===== src/design/bcle_pkg.sv =====
// Package for the battery charge level estimator.
// Holds the shared constants, the millivolt level table and the controller/datapath structs.
// Depends on nothing; every other design file refers to it by scoped names.
package bcle_pkg;

    // Default width of one raw converter sample.
    localparam int SAMPLE_BITS_DEF = 12;

    // Samples are counted in eight bits, so the sum needs eight bits of headroom.
    localparam int COUNT_W = 8;
    localparam int CONV_W  = 16;
    localparam int MV_W    = 16;
    localparam int PCT_W   = 7;

    // Configuration port.
    localparam int CFG_IDX_W  = 2;
    localparam int CFG_DATA_W = 16;
    localparam logic [CFG_IDX_W-1:0] CFG_READS_PER_AVERAGE = 2'd0;
    localparam logic [CFG_IDX_W-1:0] CFG_CONV_FACTOR       = 2'd1;

    localparam logic [COUNT_W-1:0] READS_PER_AVERAGE_RST = 8'd20;
    localparam logic [CONV_W-1:0]  CONV_FACTOR_RST       = 16'd435;

    // Charge level search.
    localparam int TABLE_ENTRIES = 101;
    localparam int STEP_W        = 5;
    localparam int SEARCH_STEPS  = 5;
    localparam logic [MV_W-1:0]   FULL_MV      = 16'd4200;
    localparam logic [MV_W-1:0]   EMPTY_MV     = 16'd3200;
    localparam logic [PCT_W-1:0]  PERCENT_FULL = 7'd100;
    localparam logic [PCT_W-1:0]  PERCENT_NONE = 7'd0;
    localparam logic [PCT_W-1:0]  SEARCH_START = 7'd50;
    // Later step sizes (12, 6, 3, 1) are this value halved each step.
    localparam logic [STEP_W-1:0] STEP_FIRST   = 5'd25;

    // Cell voltage in millivolts for each percent of charge.
    localparam logic [MV_W-1:0] LEVEL_MV [0:TABLE_ENTRIES-1] = '{
        16'd3200,
        16'd3250, 16'd3300, 16'd3350, 16'd3400, 16'd3450,
        16'd3500, 16'd3550, 16'd3600, 16'd3650, 16'd3700,
        16'd3703, 16'd3706, 16'd3710, 16'd3713, 16'd3716,
        16'd3719, 16'd3723, 16'd3726, 16'd3729, 16'd3732,
        16'd3735, 16'd3739, 16'd3742, 16'd3745, 16'd3748,
        16'd3752, 16'd3755, 16'd3758, 16'd3761, 16'd3765,
        16'd3768, 16'd3771, 16'd3774, 16'd3777, 16'd3781,
        16'd3784, 16'd3787, 16'd3790, 16'd3794, 16'd3797,
        16'd3800, 16'd3805, 16'd3811, 16'd3816, 16'd3821,
        16'd3826, 16'd3832, 16'd3837, 16'd3842, 16'd3847,
        16'd3853, 16'd3858, 16'd3863, 16'd3868, 16'd3874,
        16'd3879, 16'd3884, 16'd3889, 16'd3895, 16'd3900,
        16'd3906, 16'd3911, 16'd3917, 16'd3922, 16'd3928,
        16'd3933, 16'd3939, 16'd3944, 16'd3950, 16'd3956,
        16'd3961, 16'd3967, 16'd3972, 16'd3978, 16'd3983,
        16'd3989, 16'd3994, 16'd4000, 16'd4008, 16'd4015,
        16'd4023, 16'd4031, 16'd4038, 16'd4046, 16'd4054,
        16'd4062, 16'd4069, 16'd4077, 16'd4085, 16'd4092,
        16'd4100, 16'd4111, 16'd4122, 16'd4133, 16'd4144,
        16'd4156, 16'd4167, 16'd4178, 16'd4189, 16'd4200
    };

    // Commands from the controller to the datapath.
    typedef struct packed {
        logic accum;
        logic div_step;
        logic mult;
        logic srch_init;
        logic srch_step;
        logic load_out;
    } t_dp_cmd;

    // Status from the datapath to the controller.
    typedef struct packed {
        logic batch_done;
        logic out_free;
    } t_dp_stat;

endpackage


===== src/design/bcle_ctrl.sv =====
// Controller state machine of the battery charge level estimator.
// Sequences accumulate, divide, multiply, saturate, search and result load.
// Depends on bcle_pkg for the command and status structs.
module bcle_ctrl #(
    parameter int SAMPLE_BITS = bcle_pkg::SAMPLE_BITS_DEF
) (
    input  logic               i_clk,
    input  logic               i_rst_n,
    input  logic               i_valid,
    input  bcle_pkg::t_dp_stat i_stat,
    output logic               o_ready,
    output bcle_pkg::t_dp_cmd  o_cmd
);

    localparam int CNT_W = $clog2(SAMPLE_BITS);

    typedef enum logic [2:0] {
        S_IDLE,
        S_DIV,
        S_MUL,
        S_SAT,
        S_SRCH,
        S_DONE
    } t_state;

    t_state           r_state;
    logic [CNT_W-1:0] r_cnt;

    assign o_ready = (r_state == S_IDLE);

    always_comb begin
        o_cmd           = '0;
        o_cmd.accum     = (r_state == S_IDLE) && i_valid;
        o_cmd.div_step  = (r_state == S_DIV);
        o_cmd.mult      = (r_state == S_MUL);
        o_cmd.srch_init = (r_state == S_SAT);
        o_cmd.srch_step = (r_state == S_SRCH);
        o_cmd.load_out  = (r_state == S_DONE) && i_stat.out_free;
    end

    always_ff @(posedge i_clk) begin
        if (!i_rst_n) begin
            r_state <= S_IDLE;
            r_cnt   <= '0;
        end else begin
            case (r_state)
                S_IDLE: begin
                    if (i_valid && i_stat.batch_done) begin
                        r_state <= S_DIV;
                        r_cnt   <= CNT_W'(SAMPLE_BITS - 1);
                    end
                end
                S_DIV: begin
                    if (r_cnt == '0) begin
                        r_state <= S_MUL;
                    end else begin
                        r_cnt <= r_cnt - 1'b1;
                    end
                end
                S_MUL: begin
                    r_state <= S_SAT;
                end
                S_SAT: begin
                    r_state <= S_SRCH;
                    r_cnt   <= CNT_W'(bcle_pkg::SEARCH_STEPS - 1);
                end
                S_SRCH: begin
                    if (r_cnt == '0) begin
                        r_state <= S_DONE;
                    end else begin
                        r_cnt <= r_cnt - 1'b1;
                    end
                end
                S_DONE: begin
                    if (i_stat.out_free) begin
                        r_state <= S_IDLE;
                    end
                end
                default: begin
                    r_state <= S_IDLE;
                end
            endcase
        end
    end

endmodule


===== src/design/bcle_datapath.sv =====
// Datapath of the battery charge level estimator: configuration registers, sample
// accumulator, restoring divider, Q8.8 multiplier, level search and output register.
// Depends on bcle_pkg; driven by commands from bcle_ctrl.
module bcle_datapath #(
    parameter int SAMPLE_BITS = bcle_pkg::SAMPLE_BITS_DEF
) (
    input  logic                                i_clk,
    input  logic                                i_rst_n,
    input  logic                                i_cfg_we,
    input  logic [bcle_pkg::CFG_IDX_W-1:0]      i_cfg_idx,
    input  logic [bcle_pkg::CFG_DATA_W-1:0]     i_cfg_data,
    input  logic [SAMPLE_BITS-1:0]              i_sample,
    input  logic                                i_ready,
    input  bcle_pkg::t_dp_cmd                   i_cmd,
    output bcle_pkg::t_dp_stat                  o_stat,
    output logic                                o_valid,
    output logic [bcle_pkg::PCT_W-1:0]          o_charge_percent,
    output logic [bcle_pkg::MV_W-1:0]           o_millivolts,
    output logic [SAMPLE_BITS-1:0]              o_average_raw
);

    localparam int CW     = bcle_pkg::COUNT_W;
    localparam int SUM_W  = SAMPLE_BITS + CW;
    localparam int PROD_W = SAMPLE_BITS + bcle_pkg::CONV_W;
    localparam int MVF_W  = PROD_W - 8;
    localparam logic [MVF_W-1:0] MV_MAX = MVF_W'(65535);

    // Configuration.
    logic [CW-1:0]                   r_rpa;
    logic [bcle_pkg::CONV_W-1:0]     r_conv;

    // Accumulator.
    logic [SUM_W-1:0]                r_sum;
    logic [CW-1:0]                   r_count;
    logic [SUM_W-1:0]                w_sum_next;
    logic [CW-1:0]                   w_count_next;
    logic [CW-1:0]                   w_target;

    // Divider: r_quo starts as the low dividend bits and fills with quotient bits.
    logic [CW-1:0]                   r_rem;
    logic [CW-1:0]                   r_divisor;
    logic [SAMPLE_BITS-1:0]          r_quo;
    logic [CW:0]                     w_trial;
    logic                            w_fits;

    // Conversion and search.
    logic [PROD_W-1:0]               r_prod;
    logic [MVF_W-1:0]                w_mv_full;
    logic [bcle_pkg::MV_W-1:0]       r_mv;
    logic [bcle_pkg::PCT_W-1:0]      r_idx;
    logic [bcle_pkg::STEP_W-1:0]     r_stepsz;
    logic [bcle_pkg::MV_W-1:0]       w_entry;
    logic [bcle_pkg::PCT_W-1:0]      w_percent;

    // Output register.
    logic                            r_out_valid;
    logic [bcle_pkg::PCT_W-1:0]      r_out_pct;
    logic [bcle_pkg::MV_W-1:0]       r_out_mv;
    logic [SAMPLE_BITS-1:0]          r_out_avg;

    assign w_sum_next   = r_sum + SUM_W'(i_sample);
    assign w_count_next = r_count + 1'b1;
    assign w_target     = (r_rpa == '0) ? CW'(1) : r_rpa;

    assign w_trial = {r_rem, r_quo[SAMPLE_BITS-1]};
    assign w_fits  = (w_trial >= {1'b0, r_divisor});

    assign w_mv_full = r_prod[PROD_W-1:8];
    assign w_entry   = bcle_pkg::LEVEL_MV[r_idx];

    always_comb begin
        if (r_mv >= bcle_pkg::FULL_MV) begin
            w_percent = bcle_pkg::PERCENT_FULL;
        end else if (r_mv <= bcle_pkg::EMPTY_MV) begin
            w_percent = bcle_pkg::PERCENT_NONE;
        end else begin
            w_percent = r_idx;
        end
    end

    assign o_stat.batch_done = (w_count_next >= w_target);
    assign o_stat.out_free   = !r_out_valid || i_ready;

    // Control state: configuration, accumulator and output valid.
    always_ff @(posedge i_clk) begin
        if (!i_rst_n) begin
            r_rpa       <= bcle_pkg::READS_PER_AVERAGE_RST;
            r_conv      <= bcle_pkg::CONV_FACTOR_RST;
            r_sum       <= '0;
            r_count     <= '0;
            r_out_valid <= 1'b0;
        end else begin
            if (i_cfg_we) begin
                case (i_cfg_idx)
                    bcle_pkg::CFG_READS_PER_AVERAGE: r_rpa  <= i_cfg_data[CW-1:0];
                    bcle_pkg::CFG_CONV_FACTOR:       r_conv <= i_cfg_data;
                    default: begin
                    end
                endcase
            end
            if (i_cmd.accum) begin
                if (o_stat.batch_done) begin
                    r_sum   <= '0;
                    r_count <= '0;
                end else begin
                    r_sum   <= w_sum_next;
                    r_count <= w_count_next;
                end
            end
            if (i_cmd.load_out) begin
                r_out_valid <= 1'b1;
            end else if (i_ready) begin
                r_out_valid <= 1'b0;
            end
        end
    end

    // Payload registers.
    always_ff @(posedge i_clk) begin
        if (i_cmd.accum && o_stat.batch_done) begin
            // The quotient fits in SAMPLE_BITS bits, so the top byte of the sum is
            // already below the divisor and seeds the partial remainder.
            r_rem     <= w_sum_next[SUM_W-1:SAMPLE_BITS];
            r_quo     <= w_sum_next[SAMPLE_BITS-1:0];
            r_divisor <= w_count_next;
        end else if (i_cmd.div_step) begin
            r_rem <= w_fits ? CW'(w_trial - {1'b0, r_divisor}) : w_trial[CW-1:0];
            r_quo <= {r_quo[SAMPLE_BITS-2:0], w_fits};
        end
        if (i_cmd.mult) begin
            r_prod <= PROD_W'(r_quo) * PROD_W'(r_conv);
        end
        if (i_cmd.srch_init) begin
            r_mv     <= (w_mv_full > MV_MAX) ? '1 : w_mv_full[bcle_pkg::MV_W-1:0];
            r_idx    <= bcle_pkg::SEARCH_START;
            r_stepsz <= bcle_pkg::STEP_FIRST;
        end else if (i_cmd.srch_step) begin
            if (r_mv >= w_entry) begin
                r_idx <= r_idx + bcle_pkg::PCT_W'(r_stepsz);
            end else begin
                r_idx <= r_idx - bcle_pkg::PCT_W'(r_stepsz);
            end
            r_stepsz <= r_stepsz >> 1;
        end
        if (i_cmd.load_out) begin
            r_out_pct <= w_percent;
            r_out_mv  <= r_mv;
            r_out_avg <= r_quo;
        end
    end

    assign o_valid          = r_out_valid;
    assign o_charge_percent = r_out_pct;
    assign o_millivolts     = r_out_mv;
    assign o_average_raw    = r_out_avg;

endmodule


===== src/design/battery_charge_level_estimator.sv =====
// Battery charge level estimator. Each accepted sample beat is added to a running
// sum; when the number of summed samples reaches reads_per_average (zero counts as
// one), the block produces one result beat holding the truncated average, the cell
// voltage in millivolts ((average * conv_factor) >> 8, saturated at 65535) and the
// charge in percent (100 at 4200 mV or above, 0 at 3200 mV or below, otherwise a
// five-step halving search over a 101-entry voltage table), then clears the sum.
// A sample that does not complete a batch is only added to the sum and the input
// stays ready. A sample that completes a batch is accumulated and then passes through
// the bit-serial restoring divider, the multiply, the saturation, the search and the
// load of the output register; the input is not ready during that time.
// The output register holds a finished result until it is taken, and new samples
// are accepted meanwhile; a following result waits in the done state until the
// output register frees up. Configuration writes take effect at once and should
// only be made while no batch is being processed; the sum and count are kept.
module battery_charge_level_estimator #(
    parameter int SAMPLE_BITS = bcle_pkg::SAMPLE_BITS_DEF
) (
    input  logic                            i_clk,
    input  logic                            i_rst_n,
    // Configuration write port.
    input  logic                            i_cfg_we,
    input  logic [bcle_pkg::CFG_IDX_W-1:0]  i_cfg_idx,
    input  logic [bcle_pkg::CFG_DATA_W-1:0] i_cfg_data,
    // Sample input channel.
    input  logic                            i_valid,
    output logic                            o_ready,
    input  logic [SAMPLE_BITS-1:0]          i_sample,
    // Result output channel.
    output logic                            o_valid,
    input  logic                            i_ready,
    output logic [bcle_pkg::PCT_W-1:0]      o_charge_percent,
    output logic [bcle_pkg::MV_W-1:0]       o_millivolts,
    output logic [SAMPLE_BITS-1:0]          o_average_raw
);

    bcle_pkg::t_dp_cmd  w_cmd;
    bcle_pkg::t_dp_stat w_stat;

    // The controller only sequences; all data arithmetic and storage is in the datapath.
    bcle_ctrl #(
        .SAMPLE_BITS (SAMPLE_BITS)
    ) u_ctrl (
        .i_clk   (i_clk),
        .i_rst_n (i_rst_n),
        .i_valid (i_valid),
        .i_stat  (w_stat),
        .o_ready (o_ready),
        .o_cmd   (w_cmd)
    );

    bcle_datapath #(
        .SAMPLE_BITS (SAMPLE_BITS)
    ) u_datapath (
        .i_clk            (i_clk),
        .i_rst_n          (i_rst_n),
        .i_cfg_we         (i_cfg_we),
        .i_cfg_idx        (i_cfg_idx),
        .i_cfg_data       (i_cfg_data),
        .i_sample         (i_sample),
        .i_ready          (i_ready),
        .i_cmd            (w_cmd),
        .o_stat           (w_stat),
        .o_valid          (o_valid),
        .o_charge_percent (o_charge_percent),
        .o_millivolts     (o_millivolts),
        .o_average_raw    (o_average_raw)
    );

endmodule


===== config.mk =====
export PLATFORM = sky130hd
export DESIGN_NAME = battery_charge_level_estimator
export DESIGN_NICKNAME = d
export VERILOG_FILES = /design/src/design/bcle_pkg.sv /design/src/design/bcle_ctrl.sv /design/src/design/bcle_datapath.sv /design/src/design/battery_charge_level_estimator.sv
export SDC_FILE = /design/constraint.sdc
export NUM_CORES = 1
export LEC_CHECK = 0
export ABC_AREA = 0
export ABC_CLOCK_PERIOD_IN_PS = 6100
export BUFFER_PORTS_ARGS = -buffer_cell sky130_fd_sc_hd__clkbuf_2
export CAP_MARGIN = 25
export CORE_MARGIN = 2
export CORE_UTILIZATION = 45
export CTS_CLUSTER_DIAMETER = 100
export DETAILED_ROUTE_END_ITERATION = 10
export HOLD_SLACK_MARGIN = 0.12
export PLACE_DENSITY_LB_ADDON = 0.2
export SLEW_MARGIN = 5
export SYNTH_ARGS = -nofsm -noshare
export SYNTH_HDL_FRONTEND = slang
export SYNTH_SLANG_ARGS = --single-unit

===== constraint.sdc =====
create_clock -name i_clk -period 6.1 [get_ports i_clk]
set_clock_uncertainty 0.1 [all_clocks]
set_input_delay 0.305 -clock i_clk [delete_from_list [all_inputs] [get_ports i_clk]]
set_output_delay 0.305 -clock i_clk [all_outputs]
set_load 0.005 [all_outputs]

==> results by group, run 1 <==
Run status
  • Run status: complete, no violations

Route
  • Total DRC errors in the routed layout: 0
  • Post-DR vias/cell: roughly 5.4
  • Overall via count from detail_route: roughly 12000
  • Drt first-iter violations: roughly 770
  • Detail-routed net length per standard cell: around 16 um
  • Number of antenna-violating nets in the routed design: 0
  • Pre-antenna DRT Iters: 5
  • Final WL: 35720 um

Final layout
  • Leading cell type in the layout, fill and taps excluded: sky130_fd_sc_hd__nand2_1
  • Filler cell count: 3181
  • Number of non-filler instances in the completed layout: roughly 2200
  • ANT cells: 0
  • Highest-count cells in the layout ignoring fill and taps: 288 x sky130_fd_sc_hd__nand2_1, 193 x sky130_fd_sc_hd__inv_1, 142 x sky130_fd_sc_hd__fa_1
  • Share of layout cells above drive strength 1: 9.259%
  • Post-layout utilization of the core: between 50% and 60%
  • Number of nets in the layout: between 2000 and 2500
  • Synthesis-to-layout area growth: 10.93%

Clock network
  • Clock insertion delay at the later pin of the skew report: approximately 0.46 ns
  • Post-CTS resize count: 0
  • Number of setup buffers added after CTS: 0
  • Clock tree from TritonCTS: built
  • Clock slew at the register clock pins of the worst setup and hold paths: ~0.08 ns
  • Root Buffer Master: sky130_fd_sc_hd__clkbuf_16
  • Sink Count: ~170
  • Post-CTS Hold Buffers: 17
  • Clock tree buffer depth: 2
  • CTS HTree Levels: 4
  • TritonCTS Buffers: 17

Global route
  • Initial antenna violation count: 0
  • All-Layer GR Usage: 20.81%
  • Wire length of the first global-routing pass: 59860 um
  • Via count of the first global-routing pass: about 12000
  • Largest net degree at the start of global routing: 40
  • Remaining Overflow, GRT: 0

Timing
  • Final critical-path required period: 5.756 ns
  • Count of final setup violators: 0
  • Unrepaired setup endpoints after global routing: no
  • Final worst-path cycle share: about 94%
  • Transition time at the pin with the least slew margin: ~0.95 ns
  • Setup Total Neg Slack: 0 ns
  • Final hold viol count: 0
  • Relative slew slack: between 30% and 40%
  • Max Slew Vio Count: 0
  • Peak clock frequency supported by timing: 0.1737 GHz

Hold path
  • Worst hold start: i_ready
  • Type of the worst min-delay path: in -> reg
  • Depth of the worst hold-timing path: 4
  • Worst Hold End: u_datapath.o_valid$_SDFFE_PN0P_

Flow run
  • MaxCap Viol Count: 0

Placed design
  • DP Wirelength: 27950 um
  • Gp weighted congestion: roughly 0.89
  • Instance count after placement with tap cells included: roughly 2200
  • IO Port Bufs: 71

Synthesis
  • Mux share of post-synthesis cell area: 1.924%
  • Top flip-flop cell by instance count after synthesis: sky130_fd_sc_hd__edfxtp_1
  • Mean instance size in the synthesized netlist: about 9.0 um2
  • Synth Area in Adders: between 20% and 30%
  • EDFF count, synth: 99
  • Simple-gate share of the synthesized area: about 18%
  • Count of state elements after synthesis: roughly 170
  • Share of flip-flops with an asynchronous set or reset after synthesis: 0%
  • Number of distinct standard cells referenced by the synthesized netlist: roughly 70
  • Share of the synthesized area in compound gates (AO/OA/AOI/OAI): a little over an eighth
  • Combinational family with the most area after synthesis: adder cells
  • Sequential element share of the synthesized area: between 20% and 30%
  • Post-synthesis net count: approximately 2000
  • Cell count after synthesis: 1705
  • Synthesis warning total: 0
  • Summed instance area of the synthesized netlist: about 15000 um2
  • Xor/xnor cell area share of the yosys netlist: 3.196%

Critical path
  • Number of buffers and inverters on the critical path: 3
  • Number of cells on the critical path: 16
  • Crit Path Max Fanout: 18
  • Slowest cell on crit path: sky130_fd_sc_hd__edfxtp_1
  • Critical Path Source: u_datapath.r_quo[8]$_DFFE_PP_
  • Critical path endpoint category: flop
  • Slowest Stage Delay on Critical Path: around 0.75 ns
  • Source of the worst register-to-register timing path: u_datapath.r_quo[8]$_DFFE_PP_
  • Critical Path RT: slightly above 6 ns
  • Critical path startpoint category: flop
  • Ordered cell list for the critical path: nand2_1 -> fa_1 -> inv_1 -> fa_1 -> fa_1 -> fa_1 -> inv_1 -> fa_1 -> inv_1 -> ha_1 -> a21oi_1 -> o21ai_0 -> a21o_1 -> o41ai_1 -> o311ai_1 -> and2_1
  • Count of cells along the worst register-to-register path: 16
  • CP Data Arrival Time: 5.87 ns
  • Most numerous cell on the critical path: sky130_fd_sc_hd__fa_1
  • CP top delay family: adder cells
  • Worst reg2reg endpoint: u_datapath.r_prod[25]$_DFFE_PP_
  • Setup slack of the worst register-to-register path: roughly 0.34 ns
  • Setup CP Type: reg -> reg

Die
  • I/O Pins: 72
  • Height of the die: 188.7 um
  • Site row count: 67
  • Std-Cell Core Area: roughly 34000 um2
  • Starting density of the core: 45.76%
  • DIE AREA: between 30000 and 40000 um2
  • Horizontal die dimension: approximately 190 um

Pwr
  • Leakage: ~7.5 nW
  • Total power divided by cell area: 401.3 nW/um2
  • Sum of internal, switching and leakage power: 6.831 mW
  • Peak ir drop on the vdd network: between 0.2 and 0.25 mV
-- layout make-up --
cell class              instances  area [um2]  area share (%)
repair buffers                128       833.3           4.896
clock inverters                15       152.6          0.8968
flip-flops and latches        171        4414           25.93
clock buffers                  17       425.4           2.499
multi-input cells            1256        9903           58.18
inverters                     195       732.0           4.300
well taps                     448       560.5           3.293
-- Yosys cell counts, drive strengths merged, types with 6 or more instances --
cell type / n / share of area, %
mux2i: 16 / 1.0
a21boi: 14 / 0.68
a31oi: 12 / 0.53
clkbuf: 75 / 1.8
buf: 8 / 0.22
a21oi: 96 / 3.2
xor2: 24 / 1.4
nand3b: 6 / 0.29
inv: 193 / 4.7
o311ai: 6 / 0.34
and2: 59 / 2.4
nor2: 101 / 2.5
edfxtp: 99 / 19
o211ai: 11 / 0.54
xnor2: 32 / 1.8
o41ai: 6 / 0.39
nor2b: 17 / 0.69
o221ai: 6 / 0.34
o21ai: 76 / 2.5
o31ai: 7 / 0.38
nand2b: 24 / 0.98
o22ai: 6 / 0.24
or3: 6 / 0.24
a21o: 21 / 1.0
nor3: 21 / 0.68
nand4: 9 / 0.37
fa: 142 / 19
nand2: 288 / 7.0
o21a: 10 / 0.49
dfxtp: 72 / 9.4
and3: 6 / 0.24
a211oi: 8 / 0.39
ha: 123 / 10
a22oi: 8 / 0.39
nand3: 39 / 1.3
-- where the power goes --
part | internal [mW] | switching (mW)
sequential | 1.49 | 0.158
combinational | 1.77 | 2.33
clock | 0.545 | 0.537
total | 3.80 | 3.03
-- worst max-delay path by stage --
| stage | end | slack, ns |
|---|---|---|
| after global placement | u_datapath.r_prod[26]$_DFFE_PP_ | 0.42 |
| final | u_datapath.r_prod[25]$_DFFE_PP_ | 0.34 |
| after detailed placement | u_datapath.r_prod[26]$_DFFE_PP_ | 0.35 |
| after floorplan | u_datapath.r_prod[23]$_DFFE_PP_ | 0.62 |
| after CTS | u_datapath.r_prod[26]$_DFFE_PP_ | 0.34 |
| after global routing | u_datapath.r_prod[26]$_DFFE_PP_ | 0.02 |
-- tightest hold or removal path, cell delays in order --
cell                       delay (ns)
sky130_fd_sc_hd__clkbuf_2        0.08
sky130_fd_sc_hd__nor2b_1         0.08
sky130_fd_sc_hd__a21oi_1         0.13
sky130_fd_sc_hd__nor2b_1         0.05
-- state kept, by name, indices dropped and copies added, names as in the netlist, 5 cells and up --
register / flops
u_datapath.r_prod: 20
u_datapath.r_sum: 20
u_datapath.o_millivolts: 16
u_datapath.r_conv: 16
u_datapath.r_mv: 16
u_datapath.o_average_raw: 12
u_datapath.r_quo: 12
u_datapath.r_count: 8
u_datapath.r_divisor: 8
u_datapath.r_rem: 8
u_datapath.r_rpa: 8
u_datapath.o_charge_percent: 7
u_datapath.r_idx: 7
u_datapath.r_stepsz: 5
-- kinds of logic (layout without fill, tap and decap cells) --
logic type,Yosys count,after routing
adder cells (fa/ha/maj),265,265
XOR/XNOR,56,56
AO/OA/AOI/OAI,317,317
multiplexers,24,24
flip-flops,171,171
buffers and inverters,278,355
AND/OR/NAND/NOR,594,594
-- layer usage --
metal	vias to the layer above	part of all wire (%)	wire, um	track usage [%]
li1	5848	-	-	-
met1	5759	47	16800	28.57
met2	300	47	16750	34.18
met3	40	4.6	1627	3.315
met4	0	1.5	546	5.769
met5	-	0	0	0
-- through the flow --
step	cell area, um2	setup WS (ns)	hold WS, ns
after global routing	17020	0.01830	0.2127
after floorplan	15340	0.6245	0.3244
after global placement	16260	0.4213	0.3530
final	17020	0.3444	0.1497
after detailed placement	16270	0.3493	0.3694
after CTS	17020	0.3444	0.1322
Power figures use the tool's default switching activity.
==> run 2: changes to the inputs <==
Settings changed: CORE_MARGIN 2 to 8, CORE_UTILIZATION 45 to 64.
==> results by group, run 2 (synthesis gave the netlist of run 1 again) <==
Route
  • Pre-antenna DRT Iters: 6 (was 5)
  • Post-DR vias/cell: 5.943 (was 5.357)
  • Drt first-iter violations: 1030 (was 772)
  • Final WL: 37510 um (was 35720 um)
  • Total DRC errors in the routed layout: 0 (unchanged)
  • Number of antenna-violating nets in the routed design: 0 (unchanged)
  • Detail-routed net length per standard cell: 17.77 um (was 16.02 um)
  • Overall via count from detail_route: 12550 (was 11950)

Timing
  • Setup Total Neg Slack: 0 ns (unchanged)
  • Transition time at the pin with the least slew margin: 1.022 ns (was 0.9535 ns)
  • Relative slew slack: 31.44% (was 36.04%)
  • Final critical-path required period: 5.824 ns (was 5.756 ns)
  • Count of final setup violators: 0 (unchanged)
  • Final hold viol count: 0 (unchanged)
  • Final worst-path cycle share: 95.47% (was 94.35%)
  • Max Slew Vio Count: 0 (unchanged)
  • Peak clock frequency supported by timing: 0.1717 GHz (was 0.1737 GHz)
  • Unrepaired setup endpoints after global routing: no (unchanged)

Critical path
  • Worst reg2reg endpoint: u_datapath.r_prod[24]$_DFFE_PP_ (was u_datapath.r_prod[25]$_DFFE_PP_)
  • Critical path endpoint category: flop (unchanged)
  • Setup slack of the worst register-to-register path: 0.28 ns (was 0.34 ns)
  • Crit Path Max Fanout: 13 (was 18)
  • Count of cells along the worst register-to-register path: 17 (was 16)
  • Setup CP Type: reg -> reg (unchanged)
  • Critical Path RT: 6.18 ns (was 6.21 ns)
  • Source of the worst register-to-register timing path: u_datapath.r_conv[4]$_SDFFE_PN1P_ (was u_datapath.r_quo[8]$_DFFE_PP_)
  • CP Data Arrival Time: 5.90 ns (was 5.87 ns)
  • Critical path startpoint category: flop (unchanged)

Final layout
  • Synthesis-to-layout area growth: 10.76% (was 10.93%)
  • Share of layout cells above drive strength 1: 9.821% (was 9.259%)
  • Leading cell type in the layout, fill and taps excluded: sky130_fd_sc_hd__nand2_1 (unchanged)
  • Highest-count cells in the layout ignoring fill and taps: 288 x sky130_fd_sc_hd__nand2_1, 193 x sky130_fd_sc_hd__inv_1, 142 x sky130_fd_sc_hd__fa_1 (unchanged)
  • Post-layout utilization of the core: 72.19% (was 50.76%)
  • ANT cells: 0 (unchanged)
  • Largest registers ranked by flip-flop count: u_datapath.r_prod: 20 flops, u_datapath.r_sum: 20 flops (unchanged)
  • Filler cell count: 1738 (was 3181)
  • Number of nets in the layout: 2079 (was 2069)

Die
  • Site row count: 56 (was 67)
  • DIE AREA: 29190 um2 (was 35590 um2)
  • Std-Cell Core Area: 23540 um2 (was 33530 um2)
  • Starting density of the core: 65.18% (was 45.76%)
  • I/O Pins: 72 (unchanged)
  • Height of the die: 170.8 um (was 188.7 um)
  • Horizontal die dimension: 170.8 um (was 188.7 um)

Global route
  • Via count of the first global-routing pass: 12280 (was 11900)
  • All-Layer GR Usage: 26.05% (was 20.81%)
  • Initial antenna violation count: 0 (unchanged)
  • Wire length of the first global-routing pass: 61200 um (was 59860 um)
  • Largest net degree at the start of global routing: 48 (was 40)
  • Remaining Overflow, GRT: 0 (unchanged)

Hold path
  • Type of the worst min-delay path: in -> reg (unchanged)
  • Worst Hold End: u_datapath.o_valid$_SDFFE_PN0P_ (unchanged)
  • Worst hold start: i_ready (unchanged)
  • Depth of the worst hold-timing path: 4 (unchanged)

Pwr
  • Combinational cell fraction of total power: 60.1% (about the same)
  • Peak ir drop on the vdd network: 0.2914 mV (was 0.2351 mV)
  • Total power divided by cell area: 408.1 nW/um2 (was 401.3 nW/um2)
  • Fraction of power spent switching nets: 44.48% (was 44.31%)
  • Share of total power in the clock network: 16.5% (was 15.8%)
  • Internal portion of total power: 3.850 mW (was 3.804 mW)
  • Switch Pwr: 3.085 mW (was 3.027 mW)
  • Leakage: 7.618 nW (was 7.544 nW)
  • Part of the power in registers: 23.3% (was 24.1%)

Placed design
  • DP Wirelength: 27620 um (was 27950 um)
  • IO Port Bufs: 71 (unchanged)
  • Gp weighted congestion: 0.9210 (was 0.8897)

Clock network
  • Root Buffer Master: sky130_fd_sc_hd__clkbuf_16 (unchanged)
  • Clock tree buffer depth: 2 (unchanged)
  • TritonCTS Buffers: 17 (unchanged)
  • Clock insertion delay at the later pin of the skew report: 0.44 ns (was 0.46 ns)
  • Post-CTS resize count: 0 (unchanged)
  • Sink Count: 171 (unchanged)
  • Clock slew at the register clock pins of the worst setup and hold paths: 0.08 ns (about the same)
  • CTS HTree Levels: 4 (unchanged)
  • Clock tree from TritonCTS: built (unchanged)

Flow run
  • MaxCap Viol Count: 0 (unchanged)

Run status
  • Run status: complete, no violations (unchanged)
-- run 2: repair_timing --
| item | CTS | global route |
|---|---|---|
| endpoints found under the setup margin | 0 | 6 |
| setup buffers | 0 | 14 |
| hold buffers | 17 | 0 |
| hold endpoints to repair | 25 | 0 |
-- run 2: power groups by stage --
stage               Combinational [mW]  Clock (mW)  Sequential (mW)
floorplan                         3.23           0             1.58
global route                      4.71        1.19             1.64
detailed placement                4.05           0             1.67
CTS                               4.10        1.15             1.65
finish                            4.17        1.15             1.62
global placement                  3.92           0             1.67
-- run 2: how the worst max path moves through the flow --
stage                                      end  depth (start not counted)  slack (ns)                               from
4_1_cts        u_datapath.r_prod[24]$_DFFE_PP_                         17        0.19      u_datapath.r_quo[8]$_DFFE_PP_
5_1_grt        u_datapath.r_prod[24]$_DFFE_PP_                         17       0.002  u_datapath.r_conv[4]$_SDFFE_PN1P_
2_1_floorplan  u_datapath.r_prod[23]$_DFFE_PP_                         19        0.62      u_datapath.r_quo[5]$_DFFE_PP_
6_report       u_datapath.r_prod[24]$_DFFE_PP_                         17        0.28  u_datapath.r_conv[4]$_SDFFE_PN1P_
3_3_place_gp   u_datapath.r_prod[26]$_DFFE_PP_                         16        0.46     u_datapath.r_quo[11]$_DFFE_PP_
3_5_place_dp   u_datapath.r_prod[23]$_DFFE_PP_                         16        0.32     u_datapath.r_quo[11]$_DFFE_PP_
-- run 2: final cells by class --
type | instances | area (um2) | share of cell area [%]
multi-input combinational | 1256 | 9903 | 58.27
clock inverter | 14 | 168.9 | 0.9938
tap | 319 | 399.1 | 2.348
timing repair buffer | 138 | 928.4 | 5.462
sequential | 171 | 4414 | 25.97
inverter | 195 | 732.0 | 4.307
clock buffer | 18 | 450.4 | 2.650
-- run 2: through the flow --
stage | instances | power [mW] | instance area (um2) | hold slack (ns) | setup WS (ns)
final | 2111 | 6.935 | 17000 | 0.1924 | 0.2764
after detailed placement | 2046 | 5.728 | 16070 | 0.3568 | 0.3165
after CTS | 2095 | 6.909 | 16860 | 0.1815 | 0.1924
after floorplan | 1705 | 4.807 | 15340 | 0.3244 | 0.6245
after global placement | 2046 | 5.592 | 16070 | 0.3526 | 0.4640
after global routing | 2111 | 7.535 | 17000 | 0.2295 | 0.001589
-- run 2: critical path, cell delays in order, from the launching register on --
cell and delay, ns:
sky130_fd_sc_hd__dfxtp_1 0.63, sky130_fd_sc_hd__nand2_1 0.19, sky130_fd_sc_hd__fa_1 0.60, sky130_fd_sc_hd__inv_1 0.06, sky130_fd_sc_hd__fa_1 0.51, sky130_fd_sc_hd__fa_1 0.56, sky130_fd_sc_hd__fa_1 0.56, sky130_fd_sc_hd__inv_1 0.06
sky130_fd_sc_hd__fa_1 0.53, sky130_fd_sc_hd__inv_1 0.04, sky130_fd_sc_hd__ha_1 0.32, sky130_fd_sc_hd__o21ai_0 0.10, sky130_fd_sc_hd__or2_2 0.30, sky130_fd_sc_hd__a211o_1 0.33, sky130_fd_sc_hd__a21oi_2 0.18, sky130_fd_sc_hd__nor3_1 0.09
sky130_fd_sc_hd__o41ai_2 0.26, sky130_fd_sc_hd__xor2_1 0.11
-- run 2: layer usage --
metal / routed length [um] / track usage [%] / share of wire [%] / up-vias
li1: - / - / - / 5863
met1: 16030 / 34.46 / 43 / 6044
met2: 18010 / 44.28 / 48 / 556
met3: 2655 / 4.079 / 7.1 / 83
met4: 816 / 6.654 / 2.2 / 0
met5: 0 / 0 / 0 / -
==> run 3: changes to the inputs <==
Settings changed: CORE_UTILIZATION 64 to 50.
==> results by group, run 3 (synthesis gave the netlist of run 1 again) <==
Final layout
  • Share of layout cells above drive strength 1: 9.366% (was 9.821%)
  • Largest registers ranked by flip-flop count: u_datapath.r_prod: 20 flops, u_datapath.r_sum: 20 flops (unchanged)
  • Leading cell type in the layout, fill and taps excluded: sky130_fd_sc_hd__nand2_1 (unchanged)
  • Final Instance Area: 17050 um2 (was 17000 um2)
  • ANT cells: 0 (unchanged)
  • Synthesis-to-layout area growth: 11.08% (was 10.76%)
  • Number of nets in the layout: 2070 (was 2079)
  • Highest-count cells in the layout ignoring fill and taps: 288 x sky130_fd_sc_hd__nand2_1, 193 x sky130_fd_sc_hd__inv_1, 142 x sky130_fd_sc_hd__fa_1 (unchanged)

Placed design
  • DP Wirelength: 27800 um (was 27620 um)
  • DP Area: 16190 um2 (was 16070 um2)
  • Pre-CTS WS: 0.3401 ns (was 0.3165 ns)
  • Gp weighted congestion: 0.9125 (was 0.9210)
  • IO Port Bufs: 71 (unchanged)

Timing
  • Final worst-path cycle share: 94.46% (was 95.47%)
  • Peak clock frequency supported by timing: 0.1736 GHz (was 0.1717 GHz)
  • Setup Total Neg Slack: 0 ns (unchanged)
  • Transition time at the pin with the least slew margin: 0.9771 ns (was 1.022 ns)
  • Final critical-path required period: 5.762 ns (was 5.824 ns)
  • Unrepaired setup endpoints after global routing: no (unchanged)
  • Max Slew Vio Count: 0 (unchanged)
  • Worst hold slack after final layout: 0.1468 ns (was 0.1924 ns)
  • Count of final setup violators: 0 (unchanged)
  • Setup slack after layout: 0.3382 ns (was 0.2764 ns)
  • Relative slew slack: 34.46% (was 31.44%)
  • Final hold viol count: 0 (unchanged)

Route
  • Detail-routed net length per standard cell: 16.39 um (was 17.77 um)
  • Drt first-iter violations: 931 (was 1030)
  • Post-DR vias/cell: 5.520 (was 5.943)
  • Pre-antenna DRT Iters: 5 (was 6)
  • Final WL: 35710 um (was 37510 um)
  • Total DRC errors in the routed layout: 0 (unchanged)
  • Number of antenna-violating nets in the routed design: 0 (unchanged)
  • Overall via count from detail_route: 12030 (was 12550)

Critical path
  • Slowest cell on crit path: sky130_fd_sc_hd__edfxtp_1 (was sky130_fd_sc_hd__dfxtp_1)
  • Count of cells along the worst register-to-register path: 16 (was 17)
  • Crit Path Max Fanout: 18 (was 13)
  • Worst reg2reg endpoint: u_datapath.r_prod[25]$_DFFE_PP_ (was u_datapath.r_prod[24]$_DFFE_PP_)
  • Critical path startpoint category: flop (unchanged)
  • Slowest Stage Delay on Critical Path: 0.76 ns (was 0.63 ns)
  • CP Data Arrival Time: 5.85 ns (was 5.90 ns)
  • Critical path endpoint category: flop (unchanged)
  • Ordered cell list for the critical path: nand2_1 -> fa_1 -> inv_1 -> fa_1 -> fa_1 -> fa_1 -> inv_1 -> fa_1 -> inv_1 -> ha_1 -> a21oi_1 -> o21ai_0 -> a21o_1 -> o41ai_1 -> o311ai_1 -> and2_1 (was nand2_1 -> fa_1 -> inv_1 -> fa_1 -> fa_1 -> fa_1 -> inv_1 -> fa_1 -> inv_1 -> ha_1 -> o21ai_0 -> or2_2 -> a211o_1 -> a21oi_2 -> nor3_1 -> o41ai_2 -> xor2_1)
  • Critical Path RT: 6.19 ns (was 6.18 ns)
  • Setup CP Type: reg -> reg (unchanged)
  • Critical path capture point: u_datapath.r_prod[25]$_DFFE_PP_ (was u_datapath.r_prod[24]$_DFFE_PP_)
  • Setup slack of the worst register-to-register path: 0.34 ns (was 0.28 ns)
  • Critical Path Source: u_datapath.r_quo[7]$_DFFE_PP_ (was u_datapath.r_conv[4]$_SDFFE_PN1P_)
  • Most numerous cell on the critical path: sky130_fd_sc_hd__fa_1 (unchanged)
  • Source of the worst register-to-register timing path: u_datapath.r_quo[7]$_DFFE_PP_ (was u_datapath.r_conv[4]$_SDFFE_PN1P_)

Global route
  • Initial antenna violation count: 0 (unchanged)
  • Remaining Overflow, GRT: 0 (unchanged)
  • All-Layer GR Usage: 19.97% (was 26.05%)
  • Via count of the first global-routing pass: 12000 (was 12280)
  • Wire length of the first global-routing pass: 59790 um (was 61200 um)
  • Largest net degree at the start of global routing: 51 (was 48)

Pwr
  • Peak ir drop on the vdd network: 0.2188 mV (was 0.2914 mV)
  • Total power divided by cell area: 405.3 nW/um2 (was 408.1 nW/um2)
  • Share of total power in the clock network: 16.6% (was 16.5%)
  • Fraction of power spent switching nets: 43.88% (was 44.48%)
  • Part of the power in registers: 23.5% (was 23.3%)
  • Switch Pwr: 3.031 mW (was 3.085 mW)
  • Combinational cell fraction of total power: 59.9% (was 60.1%)
  • Leakage: 7.592 nW (was 7.618 nW)
  • Sum of internal, switching and leakage power: 6.908 mW (was 6.935 mW)
  • Internal portion of total power: 3.877 mW (was 3.850 mW)

Clock network
  • Sink Count: 171 (unchanged)
  • CTS HTree Levels: 4 (unchanged)
  • Clock tree buffer depth: 2 (unchanged)
  • Clock slew at the register clock pins of the worst setup and hold paths: 0.07 ns (was 0.08 ns)
  • Clock insertion delay at the later pin of the skew report: 0.44 ns (about the same)
  • TritonCTS Buffers: 17 (unchanged)
  • Root Buffer Master: sky130_fd_sc_hd__clkbuf_16 (unchanged)
  • Clock tree from TritonCTS: built (unchanged)

Die
  • Starting density of the core: 50.43% (was 65.18%)
  • Std-Cell Core Area: 30430 um2 (was 23540 um2)
  • DIE AREA: 36550 um2 (was 29190 um2)
  • Horizontal die dimension: 191.2 um (was 170.8 um)
  • I/O Pins: 72 (unchanged)
  • Site row count: 64 (was 56)
  • Height of the die: 191.2 um (was 170.8 um)

Hold path
  • Type of the worst min-delay path: in -> reg (unchanged)

Run status
  • Run status: complete, no violations (unchanged)

Flow run
  • MaxCap Viol Count: 0 (unchanged)
[run 3: cell types whose count changed in the layout (fill, tap and decap cells not counted)]
cell / before / now
sky130_fd_sc_hd__inv_8: 4 / 5
sky130_fd_sc_hd__buf_16: 0 / 1
sky130_fd_sc_hd__clkinv_4: 2 / 1
sky130_fd_sc_hd__inv_4: 0 / 1
sky130_fd_sc_hd__buf_8: 2 / 1
sky130_fd_sc_hd__clkinvlp_4: 1 / 0
sky130_fd_sc_hd__buf_4: 47 / 38
sky130_fd_sc_hd__clkinv_8: 5 / 3
sky130_fd_sc_hd__clkbuf_8: 0 / 1
sky130_fd_sc_hd__clkbuf_16: 18 / 19
[run 3: area by class of cell]
class | instances | area (um2)
well taps | 396 | 495.5
fillers | 2760 | 13380
clock inverters | 12 | 137.6
flip-flops and latches | 171 | 4414
inverters | 195 | 732.0
repair buffers | 129 | 873.3
multi-input cells | 1256 | 9903
clock buffers | 20 | 489.2
[run 3: per-stage QoR]
step                cells  utilization, %
global placement     2125           53.14
detailed placement   2126           53.19
finish               2179           56.02
floorplan            1705               -
CTS                  2175           55.81
global route         2179           56.02
[run 3: metal layers]
layer / wire length, um / track usage (%)
met5: 0 / 0
met4: 669 / 5.980
met3: 1968 / 3.411
met2: 16770 / 32.80
met1: 16300 / 26.71
[run 3: worst max-delay path: cells and delay by family (launching register included)]
kind,cells,cell delay [ns]
fa+ha+maj,6,2.97
compound gates,5,1.19
flops,1,0.76
simple gates,2,0.33
buf+inv,3,0.16
[run 3: timing repair]
item,4_1_cts,5_1_grt
resized for setup,0,0
endpoints found under the hold margin,25,0
endpoints found under the setup margin,0,1
buffers inserted,0,3
hold buffers,17,0
[run 3: worst min-delay path by stage]
| stage | start | to | slack, ns | cells past startpoint |
|---|---|---|---|---|
| CTS | i_ready | u_datapath.o_valid$_SDFFE_PN0P_ | 0.12 | 4 |
| detailed placement | u_datapath.r_count[7]$_SDFFE_PN0P_ | u_datapath.r_count[7]$_SDFFE_PN0P_ | 0.36 | 2 |
| global route | i_ready | u_datapath.o_valid$_SDFFE_PN0P_ | 0.18 | 4 |
| global placement | u_datapath.r_count[7]$_SDFFE_PN0P_ | u_datapath.r_count[7]$_SDFFE_PN0P_ | 0.35 | 2 |
| floorplan | u_datapath.r_quo[2]$_DFFE_PP_ | u_datapath.o_average_raw[2]$_DFFE_PP_ | 0.32 | 0 |
| finish | i_ready | u_datapath.o_valid$_SDFFE_PN0P_ | 0.15 | 4 |
[run 3: power by group through the flow]
stage               registers, mW  clock network [mW]  logic, mW
floorplan                    1.58                   0       3.23
CTS                          1.65                1.17       4.10
global route                 1.64                1.21       4.71
detailed placement           1.67                   0       4.06
finish                       1.62                1.14       4.14
global placement             1.67                   0       3.95
